==> src/hdl/blr_pkg.sv <==
package blr_pkg;

    localparam int COORD_BITS  = 12;
    localparam int POS_BITS    = COORD_BITS + 1;
    localparam int DIFF_BITS   = COORD_BITS + 2;
    localparam int TR_BITS     = COORD_BITS + 2;
    localparam int TRR_BITS    = COORD_BITS + 3;
    localparam int DEC_BITS    = COORD_BITS + 4;
    localparam int INDEX_BITS  = 12;
    localparam int QUEUE_DEPTH = 2;
    localparam int QPTR_BITS   = (QUEUE_DEPTH > 1) ? $clog2(QUEUE_DEPTH) : 1;
    localparam int QCNT_BITS   = $clog2(QUEUE_DEPTH + 1);

    localparam logic CMD_LOAD = 1'b0;
    localparam logic CMD_STEP = 1'b1;

    localparam logic [1:0] CASE_SHALLOW_UP   = 2'd0;
    localparam logic [1:0] CASE_SHALLOW_DOWN = 2'd1;
    localparam logic [1:0] CASE_STEEP_UP     = 2'd2;
    localparam logic [1:0] CASE_STEEP_DOWN   = 2'd3;

    typedef struct packed {
        logic                         command;
        logic signed [COORD_BITS-1:0] start_x;
        logic signed [COORD_BITS-1:0] start_y;
        logic signed [COORD_BITS-1:0] end_x;
        logic signed [COORD_BITS-1:0] end_y;
    } in_item_t;

    typedef struct packed {
        logic signed [COORD_BITS-1:0] pixel_x;
        logic signed [COORD_BITS-1:0] pixel_y;
        logic [INDEX_BITS-1:0]        pixel_index;
        logic                         last_pixel;
    } out_item_t;

    typedef struct packed {
        logic                       command;
        logic [1:0]                 fcase;
        logic signed [POS_BITS-1:0] major_start;
        logic signed [POS_BITS-1:0] minor_start;
        logic signed [POS_BITS-1:0] major_stop;
        logic signed [POS_BITS-1:0] minor_stop;
    } queue_entry_t;

endpackage

==> src/hdl/bresenham_line_rasterizer.sv <==
// Bresenham line rasterizer. A load item (command 0) takes two endpoints and
// starts a line, replacing any line in progress; it gives no result. Each step
// item (command 1) gives the next pixel of the line with its index and a last
// flag, and returns the block to idle after the last pixel; a step while idle
// gives nothing. Items enter at one per clock while the queue has room: the
// front end folds the line into one of four slope cases, a two-entry queue
// decouples it from the walker, and the single decision-variable update of
// the walker sets the rate of one pixel per clock unless the output stalls.
// A result is registered at the clock edge at which its step item leaves the
// queue, so it passes through a queue slot and then the output register.
module bresenham_line_rasterizer (
    input  logic               clk,
    input  logic               rst_n,
    input  logic               in_valid,
    output logic               in_ready,
    input  blr_pkg::in_item_t  in_data,
    output logic               out_valid,
    input  logic               out_ready,
    output blr_pkg::out_item_t out_data
);
    import blr_pkg::*;

    queue_entry_t front_entry;
    queue_entry_t q_entry;
    logic         q_valid;
    logic         q_ready;

    blr_front u_front (
        .in_data (in_data),
        .entry   (front_entry)
    );

    blr_queue u_queue (
        .clk        (clk),
        .rst_n      (rst_n),
        .push_valid (in_valid),
        .push_ready (in_ready),
        .push_entry (front_entry),
        .pop_valid  (q_valid),
        .pop_ready  (q_ready),
        .pop_entry  (q_entry)
    );

    blr_back u_back (
        .clk       (clk),
        .rst_n     (rst_n),
        .q_valid   (q_valid),
        .q_ready   (q_ready),
        .q_entry   (q_entry),
        .out_valid (out_valid),
        .out_ready (out_ready),
        .out_data  (out_data)
    );

endmodule

==> src/hdl/blr_front.sv <==
module blr_front (
    input  blr_pkg::in_item_t     in_data,
    output blr_pkg::queue_entry_t entry
);
    import blr_pkg::*;

    logic                         swap;
    logic signed [COORD_BITS-1:0] ax, ay, bx, by;
    logic signed [DIFF_BITS-1:0]  dx, dy, ndx;
    logic signed [POS_BITS-1:0]   ax_w, ay_w, bx_w, by_w;

    always_comb
    begin
        swap = in_data.end_x < in_data.start_x;
        ax   = swap ? in_data.end_x   : in_data.start_x;
        ay   = swap ? in_data.end_y   : in_data.start_y;
        bx   = swap ? in_data.start_x : in_data.end_x;
        by   = swap ? in_data.start_y : in_data.end_y;
        dx   = DIFF_BITS'(bx) - DIFF_BITS'(ax);
        dy   = DIFF_BITS'(by) - DIFF_BITS'(ay);
        ndx  = -dx;
        ax_w = POS_BITS'(ax);
        ay_w = POS_BITS'(ay);
        bx_w = POS_BITS'(bx);
        by_w = POS_BITS'(by);

        entry.command = in_data.command;
        if (dy >= 0 && dy <= dx)
        begin
            entry.fcase       = CASE_SHALLOW_UP;
            entry.major_start = ax_w;
            entry.minor_start = ay_w;
            entry.major_stop  = bx_w;
            entry.minor_stop  = by_w;
        end
        else if (dy < 0 && dy >= ndx)
        begin
            entry.fcase       = CASE_SHALLOW_DOWN;
            entry.major_start = ax_w;
            entry.minor_start = -ay_w;
            entry.major_stop  = bx_w;
            entry.minor_stop  = -by_w;
        end
        else if (dy > dx)
        begin
            entry.fcase       = CASE_STEEP_UP;
            entry.major_start = ay_w;
            entry.minor_start = ax_w;
            entry.major_stop  = by_w;
            entry.minor_stop  = bx_w;
        end
        else
        begin
            entry.fcase       = CASE_STEEP_DOWN;
            entry.major_start = by_w;
            entry.minor_start = -bx_w;
            entry.major_stop  = ay_w;
            entry.minor_stop  = -ax_w;
        end
    end

endmodule

==> src/hdl/blr_queue.sv <==
module blr_queue (
    input  logic                  clk,
    input  logic                  rst_n,
    input  logic                  push_valid,
    output logic                  push_ready,
    input  blr_pkg::queue_entry_t push_entry,
    output logic                  pop_valid,
    input  logic                  pop_ready,
    output blr_pkg::queue_entry_t pop_entry
);
    import blr_pkg::*;

    queue_entry_t         slot_reg [QUEUE_DEPTH];
    logic [QCNT_BITS-1:0] count_reg, count_next;
    logic [QPTR_BITS-1:0] wr_ptr_reg, wr_ptr_next;
    logic [QPTR_BITS-1:0] rd_ptr_reg, rd_ptr_next;
    logic                 push, pop;

    assign push_ready = count_reg != QCNT_BITS'(QUEUE_DEPTH);
    assign pop_valid  = count_reg != '0;
    assign push       = push_valid && push_ready;
    assign pop        = pop_valid && pop_ready;
    assign pop_entry  = slot_reg[rd_ptr_reg];

    always_comb
    begin
        wr_ptr_next = wr_ptr_reg;
        rd_ptr_next = rd_ptr_reg;
        count_next  = count_reg;
        if (push)
        begin
            wr_ptr_next = (wr_ptr_reg == QPTR_BITS'(QUEUE_DEPTH - 1)) ? '0
                        : wr_ptr_reg + 1'b1;
        end
        if (pop)
        begin
            rd_ptr_next = (rd_ptr_reg == QPTR_BITS'(QUEUE_DEPTH - 1)) ? '0
                        : rd_ptr_reg + 1'b1;
        end
        if (push && !pop)
        begin
            count_next = count_reg + 1'b1;
        end
        else if (pop && !push)
        begin
            count_next = count_reg - 1'b1;
        end
    end

    always_ff @(posedge clk or negedge rst_n)
    begin
        if (!rst_n)
        begin
            count_reg  <= '0;
            wr_ptr_reg <= '0;
            rd_ptr_reg <= '0;
        end
        else
        begin
            count_reg  <= count_next;
            wr_ptr_reg <= wr_ptr_next;
            rd_ptr_reg <= rd_ptr_next;
        end
    end

    always_ff @(posedge clk)
    begin
        if (push)
        begin
            slot_reg[wr_ptr_reg] <= push_entry;
        end
    end

endmodule

==> src/hdl/blr_back.sv <==
module blr_back (
    input  logic                  clk,
    input  logic                  rst_n,
    input  logic                  q_valid,
    output logic                  q_ready,
    input  blr_pkg::queue_entry_t q_entry,
    output logic                  out_valid,
    input  logic                  out_ready,
    output blr_pkg::out_item_t    out_data
);
    import blr_pkg::*;

    logic                        busy_reg, busy_next;
    logic [1:0]                  case_reg, case_next;
    logic signed [POS_BITS-1:0]  major_reg, major_next;
    logic signed [POS_BITS-1:0]  minor_reg, minor_next;
    logic signed [POS_BITS-1:0]  end_reg, end_next;
    logic signed [DEC_BITS-1:0]  dec_reg, dec_next;
    logic signed [TR_BITS-1:0]   tr_reg, tr_next;
    logic signed [TRR_BITS-1:0]  trr_reg, trr_next;
    logic [INDEX_BITS-1:0]       count_reg, count_next;
    logic                        out_valid_reg, out_valid_next;
    out_item_t                   out_data_reg, out_data_next;

    logic                        pop, emit, last;
    logic signed [DEC_BITS-1:0]  run, rise, rise2;
    logic signed [POS_BITS-1:0]  neg_minor;

    assign q_ready   = !out_valid_reg || out_ready;
    assign pop       = q_valid && q_ready;
    assign emit      = pop && q_entry.command == CMD_STEP && busy_reg;
    assign last      = major_reg >= end_reg;
    assign neg_minor = -minor_reg;
    assign out_valid = out_valid_reg;
    assign out_data  = out_data_reg;

    always_comb
    begin
        run   = DEC_BITS'(q_entry.major_stop) - DEC_BITS'(q_entry.major_start);
        rise  = DEC_BITS'(q_entry.minor_stop) - DEC_BITS'(q_entry.minor_start);
        rise2 = rise + rise;

        busy_next  = busy_reg;
        case_next  = case_reg;
        major_next = major_reg;
        minor_next = minor_reg;
        end_next   = end_reg;
        dec_next   = dec_reg;
        tr_next    = tr_reg;
        trr_next   = trr_reg;
        count_next = count_reg;

        out_data_next = out_data_reg;
        out_data_next.pixel_index = count_reg;
        out_data_next.last_pixel  = last;
        case (case_reg)
            CASE_SHALLOW_UP:
            begin
                out_data_next.pixel_x = COORD_BITS'(major_reg);
                out_data_next.pixel_y = COORD_BITS'(minor_reg);
            end
            CASE_SHALLOW_DOWN:
            begin
                out_data_next.pixel_x = COORD_BITS'(major_reg);
                out_data_next.pixel_y = COORD_BITS'(neg_minor);
            end
            CASE_STEEP_UP:
            begin
                out_data_next.pixel_x = COORD_BITS'(minor_reg);
                out_data_next.pixel_y = COORD_BITS'(major_reg);
            end
            default:
            begin
                out_data_next.pixel_x = COORD_BITS'(neg_minor);
                out_data_next.pixel_y = COORD_BITS'(major_reg);
            end
        endcase

        if (emit)
        begin
            out_valid_next = 1'b1;
        end
        else if (out_ready)
        begin
            out_valid_next = 1'b0;
        end
        else
        begin
            out_valid_next = out_valid_reg;
        end

        if (pop && q_entry.command == CMD_LOAD)
        begin
            busy_next  = 1'b1;
            case_next  = q_entry.fcase;
            major_next = q_entry.major_start;
            minor_next = q_entry.minor_start;
            end_next   = q_entry.major_stop;
            tr_next    = TR_BITS'(rise2);
            trr_next   = TRR_BITS'(rise2 - run - run);
            dec_next   = rise2 - run;
            count_next = '0;
        end
        else if (emit)
        begin
            if (dec_reg <= 0)
            begin
                dec_next = dec_reg + DEC_BITS'(tr_reg);
            end
            else
            begin
                dec_next   = dec_reg + DEC_BITS'(trr_reg);
                minor_next = minor_reg + POS_BITS'(1);
            end
            major_next = major_reg + POS_BITS'(1);
            count_next = count_reg + 1'b1;
            if (last)
            begin
                busy_next = 1'b0;
            end
        end
    end

    always_ff @(posedge clk or negedge rst_n)
    begin
        if (!rst_n)
        begin
            busy_reg      <= 1'b0;
            case_reg      <= CASE_SHALLOW_UP;
            major_reg     <= '0;
            minor_reg     <= '0;
            end_reg       <= '0;
            dec_reg       <= '0;
            tr_reg        <= '0;
            trr_reg       <= '0;
            count_reg     <= '0;
            out_valid_reg <= 1'b0;
        end
        else
        begin
            busy_reg      <= busy_next;
            case_reg      <= case_next;
            major_reg     <= major_next;
            minor_reg     <= minor_next;
            end_reg       <= end_next;
            dec_reg       <= dec_next;
            tr_reg        <= tr_next;
            trr_reg       <= trr_next;
            count_reg     <= count_next;
            out_valid_reg <= out_valid_next;
        end
    end

    always_ff @(posedge clk)
    begin
        if (emit)
        begin
            out_data_reg <= out_data_next;
        end
    end

endmodule

==> config.mk <==
export PLATFORM = sky130hd
export DESIGN_NAME = bresenham_line_rasterizer
export DESIGN_NICKNAME = d
export VERILOG_FILES = /design/src/hdl/blr_pkg.sv /design/src/hdl/bresenham_line_rasterizer.sv /design/src/hdl/blr_front.sv /design/src/hdl/blr_queue.sv /design/src/hdl/blr_back.sv
export SDC_FILE = /design/constraint.sdc
export NUM_CORES = 1
export LEC_CHECK = 0
export ABC_AREA = 1
export BUFFER_PORTS_ARGS = -buffer_cell sky130_fd_sc_hd__buf_2
export CORE_MARGIN = 1.5
export CORE_UTILIZATION = 50
export DETAILED_ROUTE_END_ITERATION = 7
export PLACE_DENSITY = 0.67
export SYNTH_ARGS = -nofsm -noshare
export SYNTH_HDL_FRONTEND = slang
export SYNTH_HIERARCHICAL = 1
export SYNTH_SLANG_ARGS = --single-unit
==> constraint.sdc <==
create_clock -name clk -period 11.1 [get_ports clk]
set_input_delay 1.11 -clock clk [delete_from_list [all_inputs] [get_ports clk]]
set_output_delay 1.11 -clock clk [all_outputs]
set_load 0.05 [all_outputs]
==> flow_summary.ini, run 1 <==
[die]
die_y_um = 201
floorplan.io_pins = 92
initial_core_util_pct = 50.8
row_count = 72
die-width_um = 201
core_um2 = 38700
dieArea_um2 = 40500

[final_layout]
final_cells = 3316
multiInputGateArea_um2 = 11000
largest_register_ffs = 110
area_delta_synth_final_pct = 8.55
regArea_um2 = 6940
fillCellCount = 3779
nNetsFinal = 2952
num_antenna_cells = 0
drive_above_1_share_pct = 9.36

[yosys]
syn_avg_cell_area_um2 = 7.20
ys_types = 57
synth_top_area_share_pct = 22.5
yosys-top-cells-area = edfxtp_1 22%, nand2_1 18%, dfrtp_1 13%, ha_1 7.5%, inv_1 6.1%
syn_area_um2 = 19700
syn_nets = 2904
synthCells = 2730
synth_edf_count = 147
yosys.area.top_type = edfxtp_1
ys_warn_count = 6
ys_ff_latch = 248
async_reset_ff_share_pct = 40.7
ys_seq_area_share_pct = 35.3
synth-main-ff-cell = edfxtp_1
synthTopCellsByCount = 964 x nand2_1, 320 x inv_1, 164 x nand3_1
post-synth-top-count-cell = nand2_1

[sta]
period_needed_ns = 8.12
finClkSkew_ns = 0.0121
slew-limit-headroom_pct = 25.5
final-setup-viol-count = 0
timing.final.ws_setup_ns = 2.98
clock.fmax_ghz = 0.123
drv_slew = 0
rsz0062_at_grt = false
worst_pin_slew_ns = 1.11
hold_viol_final = 0
hold_ws_ns = 0.455
finalSetupTns_ns = 0
post-route-period-util_pct = 73.1

[grt]
grt_pass1_vias = 17496
antenna_found_initial = 0
grt_pass1_wl_um = 94700
grt-ovfl-total = 0
grt_usage_pct = 29.2
grt_max_degree = 84

[critical_path]
slowest_delay_ns = 0.82
crit_required_ns = 11.37
path_max_fanout = 82
crit_end = u_queue/slot_reg[0][50]
cp-end-kind = flop
rr_startpoint = u_queue/rd_ptr_reg
worstRegToRegCells = 31
cp.arrival_ns = 8.38
worstSetupPathType = in -> reg
crit_start = in_data[47]
reg2reg_to = u_back/trr_reg[14]
start_kind = primary input
crit_top_cell = nand2_1
crit_slowest_cell = nand2_2
rrSetupSlack_ns = 5.59

[clocking]
cts-hold-fix-buffers = 0
cts_setup_buffers = 0
cts_made_buffers = 26
insertion_delay_ns = 0.54
path_clk_slew_ns = 0.06
post_cts_resized = 0
htree_levels = 1
cts.sinks = 248
clockBufferDepth = 3
cts_tree = yes
root_buffer = clkbuf_16

[place]
portBuffers = 91
dp_hpwl_um = 45900
pre_cts_ws_ns = 2.59
place_congestion = 1.05
dp.cells = 3268

[outcome]
status = finished, final reports clean

[run]
max-cap-violations = 0

[drt]
routed-wl-met3_um = 2790
drc = 0
top_layer = met4
ant_nets = 0
viasPerCell = 5.46
wl_met1_um = 24800
drt_first_pass_iters = 6
wl_um = 59200
vias = 18116
first_iter_violations = 1428
wire_per_inst_um = 17.8
route.met2.wl_um = 28900

[min_path]
worstHoldPathType = reg -> reg
-- stage by stage --
stage / utilization (%) / cell area, µm²
after floorplan: - / 19700
final: 55.1 / 21300
after global placement: 52.6 / 20400
after global routing: 55.1 / 21300
after detailed placement: 52.6 / 20400
after CTS: 55.1 / 21300
-- worst max-delay path, delay by kind of cell --
family | cells | cell delay (ns)
simple gates | 19 | 4.38
buf+inv | 5 | 1.01
fa+ha+maj | 3 | 0.92
compound gates | 4 | 0.88
-- kinds of logic after synthesis --
| logic type | count (synthesis) | share of synthesized area, % |
|---|---|---|
| buffers and inverters | 422 | 9.09 |
| adders and majority gates | 121 | 7.82 |
| DFF | 248 | 35.3 |
| AOI/OAI and AO/OA | 375 | 11.4 |
| and+or+nand+nor | 1457 | 31.4 |
| xor gates and xnor gates | 107 | 4.92 |
-- cell type report --
class | instances | share of cell area (%)
Sequential cell | 248 | 32.5
Inverter | 338 | 5.95
Clock inverter | 18 | 1.35
Timing Repair Buffer | 104 | 2.60
Multi-Input combinational cell | 2060 | 51.4
Clock buffer | 30 | 3.17
Tap cell | 518 | 3.04
-- how the worst min path moves through the flow --
stage,from,endpoint,slack [ns],cells after the start
after global routing,u_back/count_reg[6],u_back/out_data[7],0.47,0
final,u_back/count_reg[6],u_back/out_data[7],0.46,0
after floorplan,u_back/count_reg[6],u_back/out_data[7],0.42,0
after global placement,u_back/count_reg[6],u_back/out_data[7],0.44,0
after CTS,u_back/count_reg[6],u_back/out_data[7],0.46,0
after detailed placement,u_back/count_reg[6],u_back/out_data[7],0.44,0
-- routing by layer --
layer	track usage (%)	up-vias
met3	2.35	113
met1	36.6	8426
met4	12.5	0
met2	51.5	527
met5	0	-
li1	-	9050
-- cell usage in the layout (no fill, tap or decap), types with 15 or more instances in the layout --
cell type,synthesis,routed
nand2_1,964,963
o21ai_0,144,144
dfrtp_1,101,101
nor3_1,25,25
ha_1,118,118
o21ai_1,33,33
inv_1,320,319
o21ai_2,18,18
a31oi_1,15,15
nor2_1,159,156
o221ai_1,30,30
xnor2_1,25,25
edfxtp_1,147,147
nand4_1,53,53
clkbuf_16,0,26
nand2_2,37,38
a21oi_1,75,75
buf_2,9,90
inv_2,15,16
nand3_1,164,164
xor2_1,78,78
Power of run 1 is not shown: default switching activity piles up to over one toggle a cycle in this logic, so the estimate is an artifact.
==> run 2, diff against run 1 <==
--- a/config.mk
+++ b/config.mk
@@ -5,12 +5,12 @@
 export SDC_FILE = /design/constraint.sdc
 export NUM_CORES = 1
 export LEC_CHECK = 0
-export ABC_AREA = 1
+export ABC_AREA = 0
 export BUFFER_PORTS_ARGS = -buffer_cell sky130_fd_sc_hd__buf_2
 export CORE_MARGIN = 1.5
 export CORE_UTILIZATION = 50
 export DETAILED_ROUTE_END_ITERATION = 7
-export PLACE_DENSITY = 0.67
+export PLACE_DENSITY = 0.7
 export SYNTH_ARGS = -nofsm -noshare
 export SYNTH_HDL_FRONTEND = slang
 export SYNTH_HIERARCHICAL = 1
==> constraint.sdc (replaced) <==
create_clock -name clk -period 7.3 [get_ports clk]
set_input_delay 0.73 -clock clk [delete_from_list [all_inputs] [get_ports clk]]
set_output_delay 0.73 -clock clk [all_outputs]
set_load 0.05 [all_outputs]
==> run 2 against run 1 <==
  * The run now ends with DRC left
  * Cell area is 0.23% higher
  * Die area down 0.44%
  * Wire length fell by 8.8%
  * Largest cell class unchanged
==> flow_summary.ini, run 2 <==
[sta]
worst_pin_slew_ns = 1.14
period_needed_ns = 6.54
finalSetupTns_ns = 0
finClkSkew_ns = 0.00914
rsz0062_at_grt = false
drv_slew = 0
slew-limit-headroom_pct = 24.1
hold_viol_final = 0
final-setup-viol-count = 0
post-route-period-util_pct = 89.6
clock.fmax_ghz = 0.153

[clocking]
insertion_delay_ns = 0.53
cts_tree = yes
post_cts_resized = 0
cts-hold-fix-buffers = 0
clockBufferDepth = 3
cts_made_buffers = 25
path_clk_slew_ns = 0.06
cts.sinks = 248
root_buffer = clkbuf_16
cts_setup_buffers = 0
htree_levels = 1

[critical_path]
crit_start = in_data[44]
cp.arrival_ns = 6.88
rr_startpoint = u_queue/rd_ptr_reg
slowest_delay_ns = 0.67
rrSetupSlack_ns = 0.85
reg2reg_to = u_back/trr_reg[14]
start_kind = primary input
worstRegToRegCells = 24
path_max_fanout = 42
crit_slowest_cell = o31ai_1
cp-end-kind = flop
worstSetupPathType = in -> reg
crit_required_ns = 7.64
crit_family = compound AO/OA/AOI/OAI gates
cp_num_buf_inv = 4
crit_top_cell = a21oi_1
cp_cell_sequence = buf_2, inv_1, ha_1, nand4_1, a211o_1, nand3_4, buf_4, a21oi_1, o31ai_1, nand2_1, o311ai_1, a21oi_1, o21bai_1, xnor2_1, ha_1, nand4_1, or4_1, a21oi_1, a41o_1, buf_12, mux2i_1, nor2_1, nor2_1

[final_layout]
regArea_um2 = 6940
drive_above_1_share_pct = 15.9
post-route-util_pct = 55.3
layout_common_cells = 250 x nand2_1, 147 x edfxtp_1, 140 x nor2_1
largest_register_ffs = 110
final_cells = 2703
nNetsFinal = 2340
area_delta_synth_final_pct = 9.28
num_antenna_cells = 0
multiInputGateArea_um2 = 11700
final_common_cell = nand2_1
fillCellCount = 3441
design_area_um2 = 21400

[die]
die_y_um = 201
dieArea_um2 = 40300
floorplan.io_pins = 92
row_count = 72
initial_core_util_pct = 50.6
die-width_um = 201
core_um2 = 38600

[drt]
viasPerCell = 5.99
vias = 16197
first_iter_violations = 1264
drc = 3
wl_met1_um = 23100
route.met2.wl_um = 26300
wl_um = 54000
wire_per_inst_um = 20.0
top_layer = met4
drt_first_pass_iters = 8
routed-wl-met3_um = 2330
ant_nets = 0

[yosys]
synthCells = 2107
synth-main-ff-cell = edfxtp_1
ys_types = 115
synth_top_area_share_pct = 22.6
ys_ff_latch = 248
yosys.area.top_type = edfxtp_1
yosys-top-cells-area = edfxtp_1 23%, dfrtp_1 13%, ha_1 7.5%, nand2_1 4.8%, xnor2_1 3.2%
synthTopCellsByCount = 250 x nand2_1, 147 x edfxtp_1, 143 x nor2_1
syn_avg_cell_area_um2 = 9.29
syn_nets = 2281
async_reset_ff_share_pct = 40.7
ys_warn_count = 6
syn_area_um2 = 19600
synth_edf_count = 147
ys_seq_area_share_pct = 35.5
post-synth-top-count-cell = nand2_1

[outcome]
violations = DRC
status = finished with violations

[place]
dp.cells = 2657
place_congestion = 0.992
dpl-instance-area_um2 = 20600
portBuffers = 91
dp_hpwl_um = 41300

[grt]
grt_pass1_wl_um = 85400
grt_usage_pct = 26.4
grt-ovfl-total = 0
grt_pass1_vias = 15813
antenna_found_initial = 0
grt_max_degree = 65

[min_path]
worstHoldPathType = in -> async

[run]
max-cap-violations = 0
-- run 2: cells by family (layout without fill, tap and decap cells) --
kind of cell | Yosys count | in the layout | share of synthesized area, %
buf+inv | 225 | 303 | 5.28
simple gates | 661 | 661 | 16.3
compound gates | 570 | 570 | 20.0
fa+ha+maj | 143 | 143 | 8.98
flops | 248 | 248 | 35.5
mux | 131 | 131 | 8.06
xor+xnor | 129 | 129 | 5.94
-- run 2: worst max-delay path by stage --
stage,end,cells past startpoint
after global placement,u_queue/slot_reg[1][29],25
after floorplan,u_queue/slot_reg[0][38],32
final,u_queue/slot_reg[1][29],23
after detailed placement,u_queue/slot_reg[0][29],25
after global routing,u_back/trr_reg[14],24
after CTS,u_back/trr_reg[14],24
-- run 2: final cells by class --
type / count / area share [%]
multi-input combinational: 1634 / 54.5
timing repair buffer: 141 / 4.13
clock buffer: 31 / 3.17
tap: 518 / 3.03
clock inverter: 15 / 0.638
sequential: 248 / 32.5
inverter: 116 / 2.10
-- run 2: per-layer routing --
metal | track usage [%] | vias to the layer above
li1 | - | 7832
met1 | 33.5 | 7782
met2 | 46.6 | 487
met3 | 1.95 | 96
met4 | 10.6 | 0
met5 | 0 | -
-- run 2: per-stage QoR --
| stage | hold slack, ns | setup WS, ns |
|---|---|---|
| after floorplan | 0.434 | 0.367 |
| after global placement | 0.455 | 0.470 |
| after detailed placement | 0.464 | 0.350 |
| after CTS | 0.186 | 0.833 |
| after global routing | 0.200 | 0.396 |
| final | 0.173 | 0.759 |
Power of run 2 is left out for the same reason.
==> run 3, diff against run 2 <==
--- a/config.mk
+++ b/config.mk
@@ -7,10 +7,12 @@
 export LEC_CHECK = 0
 export ABC_AREA = 0
 export BUFFER_PORTS_ARGS = -buffer_cell sky130_fd_sc_hd__buf_2
+export CELL_PAD_IN_SITES_DETAIL_PLACEMENT = 2
+export CELL_PAD_IN_SITES_GLOBAL_PLACEMENT = 2
 export CORE_MARGIN = 1.5
-export CORE_UTILIZATION = 50
+export CORE_UTILIZATION = 37
 export DETAILED_ROUTE_END_ITERATION = 7
-export PLACE_DENSITY = 0.7
+export PLACE_DENSITY_LB_ADDON = 0.1
 export SYNTH_ARGS = -nofsm -noshare
 export SYNTH_HDL_FRONTEND = slang
 export SYNTH_HIERARCHICAL = 1
==> run 3 against run 2 <==
  * The flow now finishes without violations
  * Wire length is 29% higher
  * Sequential share of layout area is 0.43 points lower
  * Die area is 35% higher
  * Sequential cell count stayed put
  * Clock skew is 0.00086 ns higher
  * Register-to-register slack hardly changed
  * Highest routed layer unchanged
==> flow_summary.ini, run 3 (synthesis gave the netlist of run 2 again) <==
[outcome]
status = finished, final reports clean

[drt]
first_iter_violations = 725
wire_per_inst_um = 24.1
wl_um = 69300
ant_nets = 0
vias = 16532
drc = 0
drt_first_pass_iters = 5
viasPerCell = 5.76

[final_layout]
drive_above_1_share_pct = 16.0
fillCellCount = 5745
area_delta_synth_final_pct = 10.8
nNetsFinal = 2337
num_antenna_cells = 0
post-route-util_pct = 41.4
layout_common_cells = 250 x nand2_1, 147 x edfxtp_1, 140 x nor2_1
final_common_cell = nand2_1
largest_register_ffs = 110

[place]
pre_cts_ws_ns = -0.0217
dp_hpwl_um = 54000
place_congestion = 0.887
portBuffers = 91

[clocking]
cts_tree = yes
cts.sinks = 248
cts_made_buffers = 27
post_cts_resized = 0
insertion_delay_ns = 0.56
htree_levels = 1
root_buffer = clkbuf_16
cts_setup_buffers = 0
path_clk_slew_ns = 0.06
cts-hold-fix-buffers = 0
clockBufferDepth = 3

[critical_path]
cp.arrival_ns = 7.17
crit_slowest_cell = mux2i_1
crit_family = compound AO/OA/AOI/OAI gates
reg2reg_to = u_back/trr_reg[14]
worstSetupPathType = in -> reg
rrSetupSlack_ns = 0.85
cp-end-kind = flop
crit_required_ns = 7.66
path_max_fanout = 40
rr_startpoint = u_queue/rd_ptr_reg
cp_num_buf_inv = 3
cp_cell_sequence = buf_2, inv_1, ha_1, a21o_1, a211o_1, and2_4, nor3_4, mux2i_2, nand2b_1, ha_1, a41o_1, o211a_1, o211ai_2, nand2b_1, xnor2_1, ha_1, a2111oi_0, nand2_1, o21ai_0, a41o_1, buf_4, mux2i_1, nor2_1, nor2_1
crit_top_cell = ha_1
start_kind = primary input
worstRegToRegCells = 22
slowest_delay_ns = 0.48

[sta]
slew-limit-headroom_pct = 26.9
final-setup-viol-count = 0
post-route-period-util_pct = 93.2
period_needed_ns = 6.80
finalSetupTns_ns = 0
drv_slew = 0
timing.final.ws_setup_ns = 0.498
rsz0062_at_grt = false
hold_viol_final = 0
worst_pin_slew_ns = 1.09
hold_ws_ns = 0.109
finClkSkew_ns = 0.00999
clock.fmax_ghz = 0.147

[run]
max-cap-violations = 0

[die]
row_count = 84
core_um2 = 52400
dieArea_um2 = 54300
floorplan.io_pins = 92
die-width_um = 233
die_y_um = 233
initial_core_util_pct = 37.3

[grt]
grt_pass1_wl_um = 107000
grt-ovfl-total = 0
grt_max_degree = 72
antenna_found_initial = 0
grt_pass1_vias = 18226
grt_usage_pct = 25.6

[min_path]
worstHoldPathType = in -> async
-- run 3: through the flow --
| step | area (µm²) | instances |
|---|---|---|
| floorplan | 19600 | 2107 |
| global placement | 20700 | 2822 |
| detailed placement | 20700 | 2822 |
| CTS | 21700 | 2872 |
| global route | 21700 | 2872 |
| finish | 21700 | 2872 |
-- run 3: worst register-to-register path: cells and delay by family (launching register included) --
family | cells | cell delay, ns
compound gates | 13 | 2.62
fa+ha+maj | 5 | 1.94
flops | 1 | 0.64
simple gates | 2 | 0.50
mux | 1 | 0.48
xor+xnor | 1 | 0.20
-- run 3: per-layer routing --
metal	track usage, %	share of wire (%)
met5	0	0
met4	10.7	4.3
met3	1.59	1.8
met2	48.0	52
met1	29.9	42
-- run 3: layout make-up --
type | count | area, µm² | share of cell area [%]
tap | 688 | 861 | 3.97
clock buffer | 32 | 757 | 3.49
timing repair buffer | 136 | 821 | 3.78
clock inverter | 18 | 203 | 0.935
inverter | 116 | 449 | 2.07
sequential | 248 | 6950 | 32.0
multi-input combinational | 1634 | 11700 | 53.7
-- run 3: worst max path at each step --
stage,startpoint,endpoint,slack [ns],cells past startpoint
3_3_place_gp,in_data[45],u_queue/slot_reg[0][29],0.17,26
2_1_floorplan,in_data[43],u_queue/slot_reg[0][38],0.37,32
4_1_cts,in_data[45],u_queue/slot_reg[0][29],0.53,26
5_1_grt,in_data[45],u_queue/slot_reg[0][29],0.11,24
3_5_place_dp,in_data[45],u_queue/slot_reg[0][29],-0.02,26
6_report,in_data[45],u_queue/slot_reg[0][29],0.50,24
Power of run 3 is left out for the same reason.
